`config.mk`:
```
export PLATFORM = sky130hd
export DESIGN_NAME = domain_name_validator_flat
export DESIGN_NICKNAME = d
export VERILOG_FILES = /design/src/rtl/dnv_pkg.sv /design/src/rtl/dnv_ifs.sv /design/src/rtl/dnv_cfg_regs.sv /design/src/rtl/dnv_name_check.sv /design/src/rtl/domain_name_validator.sv /design/src/flat_wrapper.sv
export SDC_FILE = /design/constraint.sdc
export NUM_CORES = 1
export LEC_CHECK = 0
export ABC_AREA = 1
export CORE_ASPECT_RATIO = 0.9
export CORE_MARGIN = 8
export CORE_UTILIZATION = 66
export DETAILED_ROUTE_END_ITERATION = 6
export DONT_BUFFER_PORTS = 1
export PLACE_DENSITY = 0.82
export SYNTH_ARGS = -nofsm -noshare
export SYNTH_HDL_FRONTEND = slang
export SYNTH_SLANG_ARGS = --single-unit
```
`constraint.sdc`:
```
create_clock -name clk -period 6.6 [get_ports clk]
set_input_delay 0.33 -clock clk [delete_from_list [all_inputs] [get_ports clk]]
set_output_delay 0.33 -clock clk [all_outputs]
set_load 0.005 [all_outputs]
```
`src/rtl/dnv_pkg.sv`:
```
`timescale 1ns / 1ps
//------------------------------------------------------------------------------
// dnv_pkg
// Types and constants shared by the domain name validator.
//------------------------------------------------------------------------------
package dnv_pkg;

	localparam int unsigned PADDR_W = 4;
	localparam int unsigned PDATA_W = 32;

	typedef enum logic [1:0] {
		REG_MIN_TOTAL = 2'd0,
		REG_MAX_TOTAL = 2'd1,
		REG_MAX_LABEL = 2'd2,
		REG_MIN_TLD   = 2'd3
	} dnv_reg_t;

	localparam logic [7:0] RST_MIN_TOTAL = 8'd5;
	localparam logic [7:0] RST_MAX_TOTAL = 8'd255;
	localparam logic [5:0] RST_MAX_LABEL = 6'd63;
	localparam logic [5:0] RST_MIN_TLD   = 6'd2;

	localparam logic [7:0] CH_DOT   = 8'h2E;
	localparam logic [7:0] CH_DASH  = 8'h2D;
	localparam logic [7:0] CH_UNDER = 8'h5F;

	localparam logic [8:0] TOTAL_SAT = 9'h1FF;
	localparam logic [6:0] LABEL_SAT = 7'h7F;
	localparam logic [1:0] TALLY_SAT = 2'd3;
	localparam logic [1:0] TALLY_MIN = 2'd2;

	typedef struct packed {
		logic [7:0] min_total_length;
		logic [7:0] max_total_length;
		logic [5:0] max_label_length;
		logic [5:0] min_tld_length;
	} dnv_cfg_t;

	typedef struct packed {
		logic [7:0] character;
		logic       last_char;
	} dnv_word_t;

endpackage

```
`src/rtl/dnv_ifs.sv`:
```
`timescale 1ns / 1ps
//------------------------------------------------------------------------------
// dnv_ifs
// Ready/valid channels for name characters and verdicts.
//------------------------------------------------------------------------------
interface dnv_char_if;
	logic       valid;
	logic       ready;
	logic [7:0] character;
	logic       last_char;

	modport source (output valid, character, last_char, input ready);
	modport sink   (input valid, character, last_char, output ready);
endinterface

interface dnv_verdict_if;
	logic valid;
	logic ready;
	logic name_valid;

	modport source (output valid, name_valid, input ready);
	modport sink   (input valid, name_valid, output ready);
endinterface

```
`src/rtl/dnv_cfg_regs.sv`:
```
`timescale 1ns / 1ps
//------------------------------------------------------------------------------
// dnv_cfg_regs
// APB register file holding the length limits.
//------------------------------------------------------------------------------
module dnv_cfg_regs (
	input  logic                         clk,
	input  logic                         arst_n,
	input  logic                         psel,
	input  logic                         penable,
	input  logic                         pwrite,
	input  logic [dnv_pkg::PADDR_W-1:0]  paddr,
	input  logic [dnv_pkg::PDATA_W-1:0]  pwdata,
	output logic [dnv_pkg::PDATA_W-1:0]  prdata,
	output logic                         pready,
	output dnv_pkg::dnv_cfg_t            cfg
);
	import dnv_pkg::*;

	dnv_cfg_t cfg_q;
	dnv_reg_t idx;
	logic     wr_en;

	assign pready = 1'b1;
	assign idx    = dnv_reg_t'(paddr[PADDR_W-1:2]);
	assign wr_en  = psel & penable & pwrite & pready;
	assign cfg    = cfg_q;

	always_ff @(posedge clk or negedge arst_n) begin
		if (!arst_n) begin
			cfg_q.min_total_length <= RST_MIN_TOTAL;
			cfg_q.max_total_length <= RST_MAX_TOTAL;
			cfg_q.max_label_length <= RST_MAX_LABEL;
			cfg_q.min_tld_length   <= RST_MIN_TLD;
		end else if (wr_en) begin
			case (idx)
				REG_MIN_TOTAL: cfg_q.min_total_length <= pwdata[7:0];
				REG_MAX_TOTAL: cfg_q.max_total_length <= pwdata[7:0];
				REG_MAX_LABEL: cfg_q.max_label_length <= pwdata[5:0];
				REG_MIN_TLD:   cfg_q.min_tld_length   <= pwdata[5:0];
				default: ;
			endcase
		end
	end

	always_comb begin
		prdata = '0;
		case (idx)
			REG_MIN_TOTAL: prdata = {24'd0, cfg_q.min_total_length};
			REG_MAX_TOTAL: prdata = {24'd0, cfg_q.max_total_length};
			REG_MAX_LABEL: prdata = {26'd0, cfg_q.max_label_length};
			REG_MIN_TLD:   prdata = {26'd0, cfg_q.min_tld_length};
			default:       prdata = '0;
		endcase
	end

endmodule

```
`src/rtl/dnv_name_check.sv`:
```
`timescale 1ns / 1ps
//------------------------------------------------------------------------------
// dnv_name_check
// Per-name state: counts, label tracking and the verdict of the last word.
//------------------------------------------------------------------------------
module dnv_name_check (
	input  logic               clk,
	input  logic               arst_n,
	input  logic               step,
	input  dnv_pkg::dnv_word_t word,
	input  dnv_pkg::dnv_cfg_t  cfg,
	output logic               name_valid
);
	import dnv_pkg::*;

	logic [8:0] total_q;
	logic [6:0] label_len_q;
	logic       starts_dash_q;
	logic       letters_only_q;
	logic [6:0] closed_len_q;
	logic       closed_letters_q;
	logic [1:0] tally_q;
	logic       broken_q;

	logic       is_dot, is_letter, is_digit, is_dash, allowed, do_close, bad_label;
	logic [8:0] total_n;
	logic [6:0] len_n, closed_len_n;
	logic       dash_n, letters_n, broken_n, closed_letters_n;
	logic [1:0] tally_n;

	always_comb begin
		is_dot    = word.character == CH_DOT;
		is_dash   = word.character == CH_DASH;
		is_letter = (word.character >= 8'h61 && word.character <= 8'h7A) ||
		            (word.character >= 8'h41 && word.character <= 8'h5A);
		is_digit  = word.character >= 8'h30 && word.character <= 8'h39;
		allowed   = is_letter | is_digit | is_dash | (word.character == CH_UNDER);

		total_n = (total_q == TOTAL_SAT) ? total_q : total_q + 9'd1;

		len_n     = label_len_q;
		dash_n    = starts_dash_q;
		letters_n = letters_only_q;
		broken_n  = broken_q;
		if (!is_dot) begin
			broken_n  = broken_q | ~allowed;
			dash_n    = starts_dash_q | ((label_len_q == 7'd0) & is_dash);
			letters_n = letters_only_q & is_letter;
			len_n     = (label_len_q == LABEL_SAT) ? label_len_q : label_len_q + 7'd1;
		end

		do_close         = is_dot | word.last_char;
		bad_label        = (len_n == 7'd0) | (len_n > {1'b0, cfg.max_label_length}) | dash_n;
		closed_len_n     = closed_len_q;
		closed_letters_n = closed_letters_q;
		tally_n          = tally_q;
		if (do_close) begin
			broken_n         = broken_n | bad_label;
			closed_len_n     = len_n;
			closed_letters_n = letters_n;
			tally_n          = (tally_q == TALLY_SAT) ? tally_q : tally_q + 2'd1;
			len_n            = 7'd0;
			dash_n           = 1'b0;
			letters_n        = 1'b1;
		end

		name_valid = ~broken_n &
		             (total_n >= {1'b0, cfg.min_total_length}) &
		             (total_n <= {1'b0, cfg.max_total_length}) &
		             (tally_n >= TALLY_MIN) &
		             closed_letters_n &
		             (closed_len_n != 7'd0) &
		             (closed_len_n >= {1'b0, cfg.min_tld_length});
	end

	always_ff @(posedge clk or negedge arst_n) begin
		if (!arst_n) begin
			total_q          <= '0;
			label_len_q      <= '0;
			starts_dash_q    <= 1'b0;
			letters_only_q   <= 1'b1;
			closed_len_q     <= '0;
			closed_letters_q <= 1'b0;
			tally_q          <= '0;
			broken_q         <= 1'b0;
		end else if (step) begin
			if (word.last_char) begin
				total_q          <= '0;
				label_len_q      <= '0;
				starts_dash_q    <= 1'b0;
				letters_only_q   <= 1'b1;
				closed_len_q     <= '0;
				closed_letters_q <= 1'b0;
				tally_q          <= '0;
				broken_q         <= 1'b0;
			end else begin
				total_q          <= total_n;
				label_len_q      <= len_n;
				starts_dash_q    <= dash_n;
				letters_only_q   <= letters_n;
				closed_len_q     <= closed_len_n;
				closed_letters_q <= closed_letters_n;
				tally_q          <= tally_n;
				broken_q         <= broken_n;
			end
		end
	end

endmodule

```
`src/rtl/domain_name_validator.sv`:
```
`timescale 1ns / 1ps
//------------------------------------------------------------------------------
// domain_name_validator
// Checks host name syntax one character per word and gives one verdict per name.
//
//   channel   direction  handshake        payload
//   chars     in         valid / ready    character[7:0], last_char
//   verdict   out        valid / ready    name_valid
//   apb       in         psel / penable   paddr[3:0], pwdata[31:0], prdata[31:0]
//
// One word enters each cycle unless a last word waits on a held verdict. A
// character is registered, checked in the next cycle against the name state,
// and a last word's verdict is loaded into the output register as it leaves.
// Reset clears the name state and loads the default limits.
// A waiting verdict stalls only a last word and the input behind it; other words keep flowing.
//------------------------------------------------------------------------------
module domain_name_validator (
	input  logic                         clk,
	input  logic                         arst_n,
	dnv_char_if.sink                     chars,
	dnv_verdict_if.source                verdict,
	input  logic                         psel,
	input  logic                         penable,
	input  logic                         pwrite,
	input  logic [dnv_pkg::PADDR_W-1:0]  paddr,
	input  logic [dnv_pkg::PDATA_W-1:0]  pwdata,
	output logic [dnv_pkg::PDATA_W-1:0]  prdata,
	output logic                         pready
);
	import dnv_pkg::*;

	dnv_cfg_t  cfg;
	dnv_word_t word_s1;
	logic      valid_s1;
	logic      go_s1;
	logic      verdict_valid_q;
	logic      verdict_q;
	logic      check_valid;

	dnv_cfg_regs u_regs (
		.clk     (clk),
		.arst_n  (arst_n),
		.psel    (psel),
		.penable (penable),
		.pwrite  (pwrite),
		.paddr   (paddr),
		.pwdata  (pwdata),
		.prdata  (prdata),
		.pready  (pready),
		.cfg     (cfg)
	);

	dnv_name_check u_check (
		.clk        (clk),
		.arst_n     (arst_n),
		.step       (go_s1),
		.word       (word_s1),
		.cfg        (cfg),
		.name_valid (check_valid)
	);

	assign go_s1 = valid_s1 & (~word_s1.last_char | ~verdict_valid_q | verdict.ready);
	assign chars.ready = ~valid_s1 | go_s1;

	always_ff @(posedge clk or negedge arst_n) begin
		if (!arst_n) begin
			valid_s1 <= 1'b0;
		end else if (chars.ready) begin
			valid_s1 <= chars.valid;
		end
	end

	always_ff @(posedge clk) begin
		if (chars.ready && chars.valid) begin
			word_s1.character <= chars.character;
			word_s1.last_char <= chars.last_char;
		end
	end

	always_ff @(posedge clk or negedge arst_n) begin
		if (!arst_n) begin
			verdict_valid_q <= 1'b0;
		end else if (go_s1 && word_s1.last_char) begin
			verdict_valid_q <= 1'b1;
		end else if (verdict.ready) begin
			verdict_valid_q <= 1'b0;
		end
	end

	always_ff @(posedge clk) begin
		if (go_s1 && word_s1.last_char) begin
			verdict_q <= check_valid;
		end
	end

	assign verdict.valid      = verdict_valid_q;
	assign verdict.name_valid = verdict_q;

endmodule

```
`src/flat_wrapper.sv`:
```
// flat-port wrapper written by rule: the top's interface ports become plain ports
module domain_name_validator_flat import dnv_pkg::*;
  (clk, arst_n, psel, penable, pwrite, paddr, pwdata, prdata, pready, chars_valid, chars_character, chars_last_char, chars_ready, verdict_valid, verdict_name_valid, verdict_ready);
  dnv_char_if chars_i ();
  dnv_verdict_if verdict_i ();
  input  logic clk;
  input  logic arst_n;
  input  logic psel;
  input  logic penable;
  input  logic pwrite;
  input  logic [dnv_pkg::PADDR_W-1:0] paddr;
  input  logic [dnv_pkg::PDATA_W-1:0] pwdata;
  output logic [dnv_pkg::PDATA_W-1:0] prdata;
  output logic pready;
  input wire logic [$bits(chars_i.valid)-1:0] chars_valid;
  input wire logic [$bits(chars_i.character)-1:0] chars_character;
  input wire logic [$bits(chars_i.last_char)-1:0] chars_last_char;
  output wire logic [$bits(chars_i.ready)-1:0] chars_ready;
  output wire logic [$bits(verdict_i.valid)-1:0] verdict_valid;
  output wire logic [$bits(verdict_i.name_valid)-1:0] verdict_name_valid;
  input wire logic [$bits(verdict_i.ready)-1:0] verdict_ready;
  assign chars_i.valid = chars_valid;
  assign chars_i.character = chars_character;
  assign chars_i.last_char = chars_last_char;
  assign chars_ready = chars_i.ready;
  assign verdict_valid = verdict_i.valid;
  assign verdict_name_valid = verdict_i.name_valid;
  assign verdict_i.ready = verdict_ready;
  domain_name_validator u_core (.clk(clk), .arst_n(arst_n), .chars(chars_i), .verdict(verdict_i), .psel(psel), .penable(penable), .pwrite(pwrite), .paddr(paddr), .pwdata(pwdata), .prdata(prdata), .pready(pready));
endmodule
```
==> results.toml, run 1 <==
[route]
first_pass_iters = 5
vias = 3646
viasPerCell = 5.524
routedWlPerCell_um = 15.17
drc = 0
postRouteAntennaNets = 0
drt_iter0_drc = 277
drt_wl_total_mm = 10.01

[floorplanning]
die_area_mm2 = 0.009617
initial_utilization_pct = 67.82
num_io_pins = 88
num_rows = 28
die_x_um = 102.5
core_mm2 = 0.006551
die_height_um = 93.84

[critical_path]
required_ns = 6.82
critPathMaxFanout = 9
path_class = "reg2reg"
end_kind = "register"
r2r_end = "u_core.verdict.name_valid"
r2r-start = "u_core.u_check.total_q[0]"
r2r_cells = 17
regToRegSetupSlack_ns = 3.42
crit_start = "u_core.u_check.total_q[0]"
arrival_ns = 3.39
setup.worst_path.end = "u_core.verdict.name_valid"
worst_setup_path_start_kind = "register"

[sta]
clock_skew_ns = 0.008584
setup_tns_ns = 0
rsz0062_at_grt = "false"
period_share_pct = 48.15
hold_violations = 0
slew-limit-headroom_pct = 56.29
tightest_slew_ns = 0.6549
setup_viol = 0
fmax_mhz = 314.7
whs_ns = 0.07013
fin_ws_ns = 3.422
fin_crit_ns = 3.178
slew_viol_final = 0

[global_route]
antenna_found_initial = 0
grt_max_degree = 60
gr-total-overflow = 0
grt_usage_pct = 21.59
grt_pass1_wl_mm = 16.30
grt_pass1_vias = 3481

[place]
post_dp_cell_area_mm2 = 0.004409
globalplace.congestion = 0.8827
dp_hpwl_mm = 7.534
port_buffers = 0
placed_cells = 642
place_ws_ns = 3.506

[final_layout]
layout_common_cells = "nand2_1, inv_1, o21ai_0"
final_cells = 660
layout.nets = 647
stdcell_area_mm2 = 0.004676
drive_gt1_share_pct = 10.53
diodes = 0
final_common_cell = "nand2_1"
area_delta_synth_final_pct = 5.238

[logic_synthesis]
syn_area_per_cell_um2 = 7.878
seq_area_frac_synth_pct = 40.50
ys_ff_latch = 69
ys_warn_count = 0
synth_top_cell_by_area = "dfrtp_1"
ys_types = 43
synth_top_cell_area_share_pct = 23.09
synthesis.area_mm2 = 0.004443
yosys-top-cells-area = "dfrtp_1, nand2_1, dfstp_2"
synthCells = 564

[clock_network]
cts_setup_buffers = 0
clockRootBuffer = "clkbuf_8"
clock_latency_ns = 0.35
tritoncts = "done"
clk_path_buf_depth = 2
cts_made_buffers = 9
cts.sinks = 69
cts-htree-levels = 3
clk_pin_slew_ns = 0.09

[outcome]
status = "completed"

[power_and_ir_drop]
p_leak_nw = 2.331
power_density_mw_per_mm2 = 273.1
ir_drop_mv = 0.2079

[job]
cap_viol_max_count = 0

[worst_hold_path]
min_path_type = "in2reg"
-- worst min-delay path by stage --
stage,start,endpoint,slack [ns],cells after the start
floorplan,arst_n,u_core.u_check.broken_q,0.03,0
global placement,arst_n,u_core.u_regs.cfg[27],0.04,0
detailed placement,arst_n,u_core.u_regs.cfg[26],0.04,0
CTS,chars_character[1],u_core.word_s1[2],0.06,0
global route,chars_character[1],u_core.word_s1[2],0.05,0
finish,chars_character[1],u_core.word_s1[2],0.07,0
-- state kept, by name (all words and copies together), names as in the netlist --
| signal | flops |
|---|---|
| u_core.u_check.label_len_q | 7 |
| u_core.verdict.valid | 1 |
| u_core.u_check.closed_letters_q | 1 |
| u_core.u_check.broken_q | 1 |
| u_core.u_regs.cfg | 28 |
| u_core.u_check.total_q | 9 |
| u_core.u_check.starts_dash_q | 1 |
| u_core.verdict.name_valid | 1 |
| u_core.word_s1 | 9 |
| u_core.u_check.tally_q | 2 |
| u_core.u_check.letters_only_q | 1 |
| u_core.u_check.closed_len_q | 7 |
| u_core.valid_s1 | 1 |
-- through the flow --
step           utilization, %  power, mW
6_report                71.37      1.277
5_1_grt                 71.37      1.356
4_1_cts                 71.37      1.277
3_5_place_dp            67.30     0.8671
3_3_place_gp            67.30     0.8460
2_1_floorplan               -     0.7988
-- cells by family (layout without fill, tap and decap cells) --
logic type	count (synthesis)	count (layout)	synth area share, %
adder cells (fa/ha/maj)	30	30	8.448
flip-flops	69	69	40.50
AO/OA/AOI/OAI	107	107	13.60
AND/OR/NAND/NOR	224	224	22.39
XOR/XNOR	8	8	2.000
buffers and inverters	124	107	12.90
other	2	25	0.1690
-- worst max-delay path, cell delays in order (launching register included) --
cell and delay [ns]:
dfrtp_1 0.36, ha_1 0.19, inv_1 0.05, nor3_1 0.33, nand3_1 0.36, o21ai_0 0.50
ha_1 0.32, nand4_1 0.12, nor2_1 0.05, nor2_1 0.09, o211ai_1 0.09, nand2_1 0.07
nand2_1 0.05, nand2_1 0.06, a21oi_1 0.08, nor2_1 0.15, nand3_1 0.10, nor2_1 0.09
-- cells in the mapped netlist, drive strengths merged --
library cell  instances
nor3                  8
clkbuf                7
buf                  29
o21a                  3
a22o                  2
o211ai                2
o31ai                 1
clkinv                1
nand3b                3
nor4                  2
dfrtp                41
nor2                 34
xor2                  8
inv                  87
nand3                22
nand4                 6
dfstp                18
a31oi                 1
and3                  2
o22ai                 8
a21oi                19
ha                   30
o21bai                1
edfxtp               10
a41oi                 2
o32ai                 1
nand2               147
conb                  2
a211oi                1
o21ai                66
-- area by class of cell --
cell class | instances | area, um^2
multi-input combinational | 394 | 2157
tap | 90 | 112.6
clock buffer | 9 | 123.9
fill | 515 | 1876
clock inverter | 7 | 105.1
inverter | 88 | 332.8
sequential | 69 | 1799
timing repair buffer | 3 | 45.04
-- repair_timing --
item	4_1_cts	5_1_grt
gates resized for setup	0	0
endpoints found under the hold margin	59	0
hold buffers	2	0
-- power by group --
group	internal, mW	leakage (nW)	switching [mW]
Sequential	0.505	0.829	0.0453
Clock	0.219	0.113	0.180
Combinational	0.121	1.39	0.206
Total	0.845	2.33	0.432
-- metal layers --
layer	vias up	part of all wire, %	global-route usage, %
met5	-	0	0
met4	0	1.2	5.983
met3	16	7.3	5.111
met2	142	49	35.73
met1	1707	43	27.41
li1	1781	-	-
No activity file was read; power rests on OpenSTA's default activity.
==> run 2: changes to the inputs <==
--- a/config.mk
+++ b/config.mk
@@ -5,13 +5,13 @@
 export SDC_FILE = /design/constraint.sdc
 export NUM_CORES = 1
 export LEC_CHECK = 0
-export ABC_AREA = 1
+export ABC_AREA = 0
 export CORE_ASPECT_RATIO = 0.9
 export CORE_MARGIN = 8
-export CORE_UTILIZATION = 66
+export CORE_UTILIZATION = 58
 export DETAILED_ROUTE_END_ITERATION = 6
 export DONT_BUFFER_PORTS = 1
-export PLACE_DENSITY = 0.82
+export PLACE_DENSITY = 0.76
 export SYNTH_ARGS = -nofsm -noshare
 export SYNTH_HDL_FRONTEND = slang
 export SYNTH_SLANG_ARGS = --single-unit
==> constraint.sdc (replaced) <==
create_clock -name clk -period 2.65 [get_ports clk]
set_input_delay 0.1325 -clock clk [delete_from_list [all_inputs] [get_ports clk]]
set_output_delay 0.1325 -clock clk [all_outputs]
set_load 0.005 [all_outputs]
==> run 2 against run 1 <==
Compared with the run above:
- the run now ends with negative setup slack left
- core utilization up 3.7 points
- cell count increased by 2.4%
- non-clock buffer count is 104 higher
- die area up 15%
- sequential share of layout area decreased by 7.0 points
- critical path type unchanged
- count of clock-buffer cells in the layout increased by 2
- via count grew 11%
- largest power group unchanged
==> results.toml, run 2 <==
[route]
viasPerCell = 5.984
first_pass_iters = 5
drc = 0
postRouteAntennaNets = 0
drt_iter0_drc = 236
drt_wl_total_mm = 13.01
vias = 4045
routedWlPerCell_um = 19.24

[critical_path]
regToRegSetupSlack_ns = -0.37
end_kind = "register"
critPathMaxFanout = 4
cp_slowest_cell = "dfrtp_1"
cp_cell_sequence = "ha_2 -> and3_4 -> and3_4 -> and3_4 -> nand2_4 -> nand4_1 -> xnor2_2 -> ha_4 -> a2111oi_4 -> a21oi_1 -> nor3_1 -> o21a_1 -> nand4_1 -> nor3b_2"
required_ns = 2.86
r2r_end = "u_core.verdict.name_valid"
r2r-start = "u_core.u_check.total_q[1]"
path_common_cell = "and3_4"
arrival_ns = 3.23
worst_setup_path_start_kind = "register"
max_stage_delay_ns = 0.39
path_class = "reg2reg"
r2r_cells = 14

[logic_synthesis]
synthesis.area_mm2 = 0.004596
synth.most_common_cell = "dfrtp_1"
synth_flop_cell = "dfrtp_1"
synth_top_cell_by_area = "dfrtp_1"
syn_area_per_cell_um2 = 9.574
synthAdderAreaFrac_pct = 8.168
synth_mux_area_share_pct = 9.093
synth-compound-area-share_pct = 16.99
yosys.area_share.simple_pct = 15.65
synth_top_cell_area_share_pct = 22.33
synth_top_family_by_area = "compound AO/OA/AOI/OAI gates"
synth_xor_area_share_pct = 1.715
synth_common_cells = "dfrtp_1, nand2_1, o21ai_0"
synthCells = 480
ys_warn_count = 0
yosys-top-cells-area = "dfrtp_1, dfstp_2, ha_1"
ys_ff_latch = 69
seq_area_frac_synth_pct = 39.15
ys_types = 62
synth_edf_count = 10
async_flop_share_pct = 85.51

[place]
dp_hpwl_mm = 9.572
globalplace.congestion = 0.9347
port_buffers = 0
post_dp_cell_area_mm2 = 0.005171

[clock_network]
clk_pin_slew_ns = 0.08
clock_latency_ns = 0.36
tritoncts = "done"
cts-htree-levels = 3
clk_path_buf_depth = 2
cts_made_buffers = 9
clockRootBuffer = "clkbuf_8"
cts.sinks = 69

[final_layout]
final_common_cell = "buf_4"
stdcell_area_mm2 = 0.005723
multi_input_area_mm2 = 0.002635
post-route-util_pct = 75.11
fillers = 541
area_delta_synth_final_pct = 24.53
layout.nets = 655
drive_gt1_share_pct = 30.80
layout_common_cells = "buf_4, dfrtp_1, nand2_1"
largest_reg_flops = 28
regArea_mm2 = 0.001799

[sta]
period_share_pct = 113.9
rsz0062_at_grt = "true"
fmax_mhz = 331.2
clock_skew_ns = 0.01455
hold_violations = 0
setup_viol = 2
fin_crit_ns = 3.020
tightest_slew_ns = 0.6047
slew_viol_final = 0
slew-limit-headroom_pct = 59.54
fin_ws_ns = -0.3695

[floorplanning]
core_mm2 = 0.007620
num_io_pins = 88
die_area_mm2 = 0.01103
die_height_um = 100.4
initial_utilization_pct = 60.31
num_rows = 30
die_x_um = 109.8

[outcome]
status = "complete, but fails checks"
violations = "negative setup slack"

[job]
cap_viol_max_count = 0

[global_route]
grt_max_degree = 60
grt_pass1_wl_mm = 20.69
antenna_found_initial = 1
gr-total-overflow = 0
grt_pass1_vias = 4071
grt_usage_pct = 24.14

[power_and_ir_drop]
ir_drop_mv = 0.3984
p_leak_nw = 2.645
power_density_mw_per_mm2 = 596.9

[worst_hold_path]
hold_depth = 2
min_path_type = "in2reg"
hp-start = "verdict_ready"
whs_endpoint = "u_core.valid_s1"
==> run 2: cell types whose count changed after synthesis, sizes merged, moves of 6 or more <==
cell    change
nand3       -9
mux2       +18
mux2i       +8
clkbuf     +11
o21ai      -30
xor2        -6
inv        -52
nand2     -109
xnor2       +7
a21oi       +8
mux4        +6
==> run 2: timing repair <==
action                                  4_1_cts  5_1_grt
cloned                                        0        0
hold buffers                                 21        0
pin swaps                                    13        9
endpoints found under the hold margin        98        0
endpoints found under the setup margin        2        2
gates resized for setup                      11        9
setup buffers                                 2        4
==> run 2: kinds of logic after synthesis <==
kind of cell,Yosys count
XOR/XNOR,9
buffers and inverters,83
multiplexers,32
adder cells (fa/ha/maj),30
AO/OA/AOI/OAI,119
flip-flops,69
other,2
AND/OR/NAND/NOR,136
==> run 2: metrics by stage <==
step	hold WS [ns]	setup TNS (ns)	total power, mW	std cells	worst slack, ns
global placement	-0.1613	-0.4881	2.446	631	-0.2706
finish	0.02582	-0.5567	3.416	676	-0.3695
floorplan	-0.1631	-0.4518	2.110	503	-0.4273
detailed placement	-0.1613	-0.6491	2.500	631	-0.3808
global route	0.03826	-0.8540	3.591	675	-0.5365
CTS	0.03170	-0.4336	3.349	670	-0.3375
==> run 2: worst max-delay path by stage <==
| stage | startpoint | end | depth (start not counted) |
|---|---|---|---|
| after floorplan | u_core.u_check.total_q[0] | u_core.verdict.name_valid | 15 |
| after global placement | u_core.u_check.total_q[1] | u_core.verdict.name_valid | 14 |
| after detailed placement | u_core.u_check.total_q[1] | u_core.verdict.name_valid | 14 |
| after CTS | u_core.u_check.total_q[1] | u_core.verdict.name_valid | 14 |
| after global routing | u_core.u_check.total_q[1] | u_core.verdict.name_valid | 14 |
| final | u_core.u_check.total_q[1] | u_core.verdict.name_valid | 14 |
==> run 2: worst max-delay path: cells and delay by family (launching register included) <==
| family | cells | cell delay (ns) |
|---|---|---|
| flops | 1 | 0.39 |
| xor+xnor | 1 | 0.25 |
| fa+ha+maj | 2 | 0.43 |
| simple gates | 8 | 1.27 |
| compound gates | 3 | 0.53 |
==> run 2: area by class of cell <==
class | count | share of cell area, %
inverters | 35 | 2.296
multi-input cells | 351 | 46.04
clock inverters | 5 | 0.4810
clock buffers | 11 | 2.296
well taps | 96 | 2.099
flip-flops and latches | 69 | 31.44
diodes | 2 | 0.08745
repair buffers | 107 | 15.26
==> run 2: power by group <==
group	total (mW)	internal (mW)	switching [mW]
combinational	1.24	0.639	0.604
clock	0.755	0.334	0.421
sequential	1.42	1.28	0.137
==> run 2: metal layers <==
layer | GRT usage, % | routed length, um
met1 | 29.68 | 5354
met3 | 5.958 | 809
met5 | 0 | 0
met2 | 39.57 | 6525
met4 | 9.232 | 318
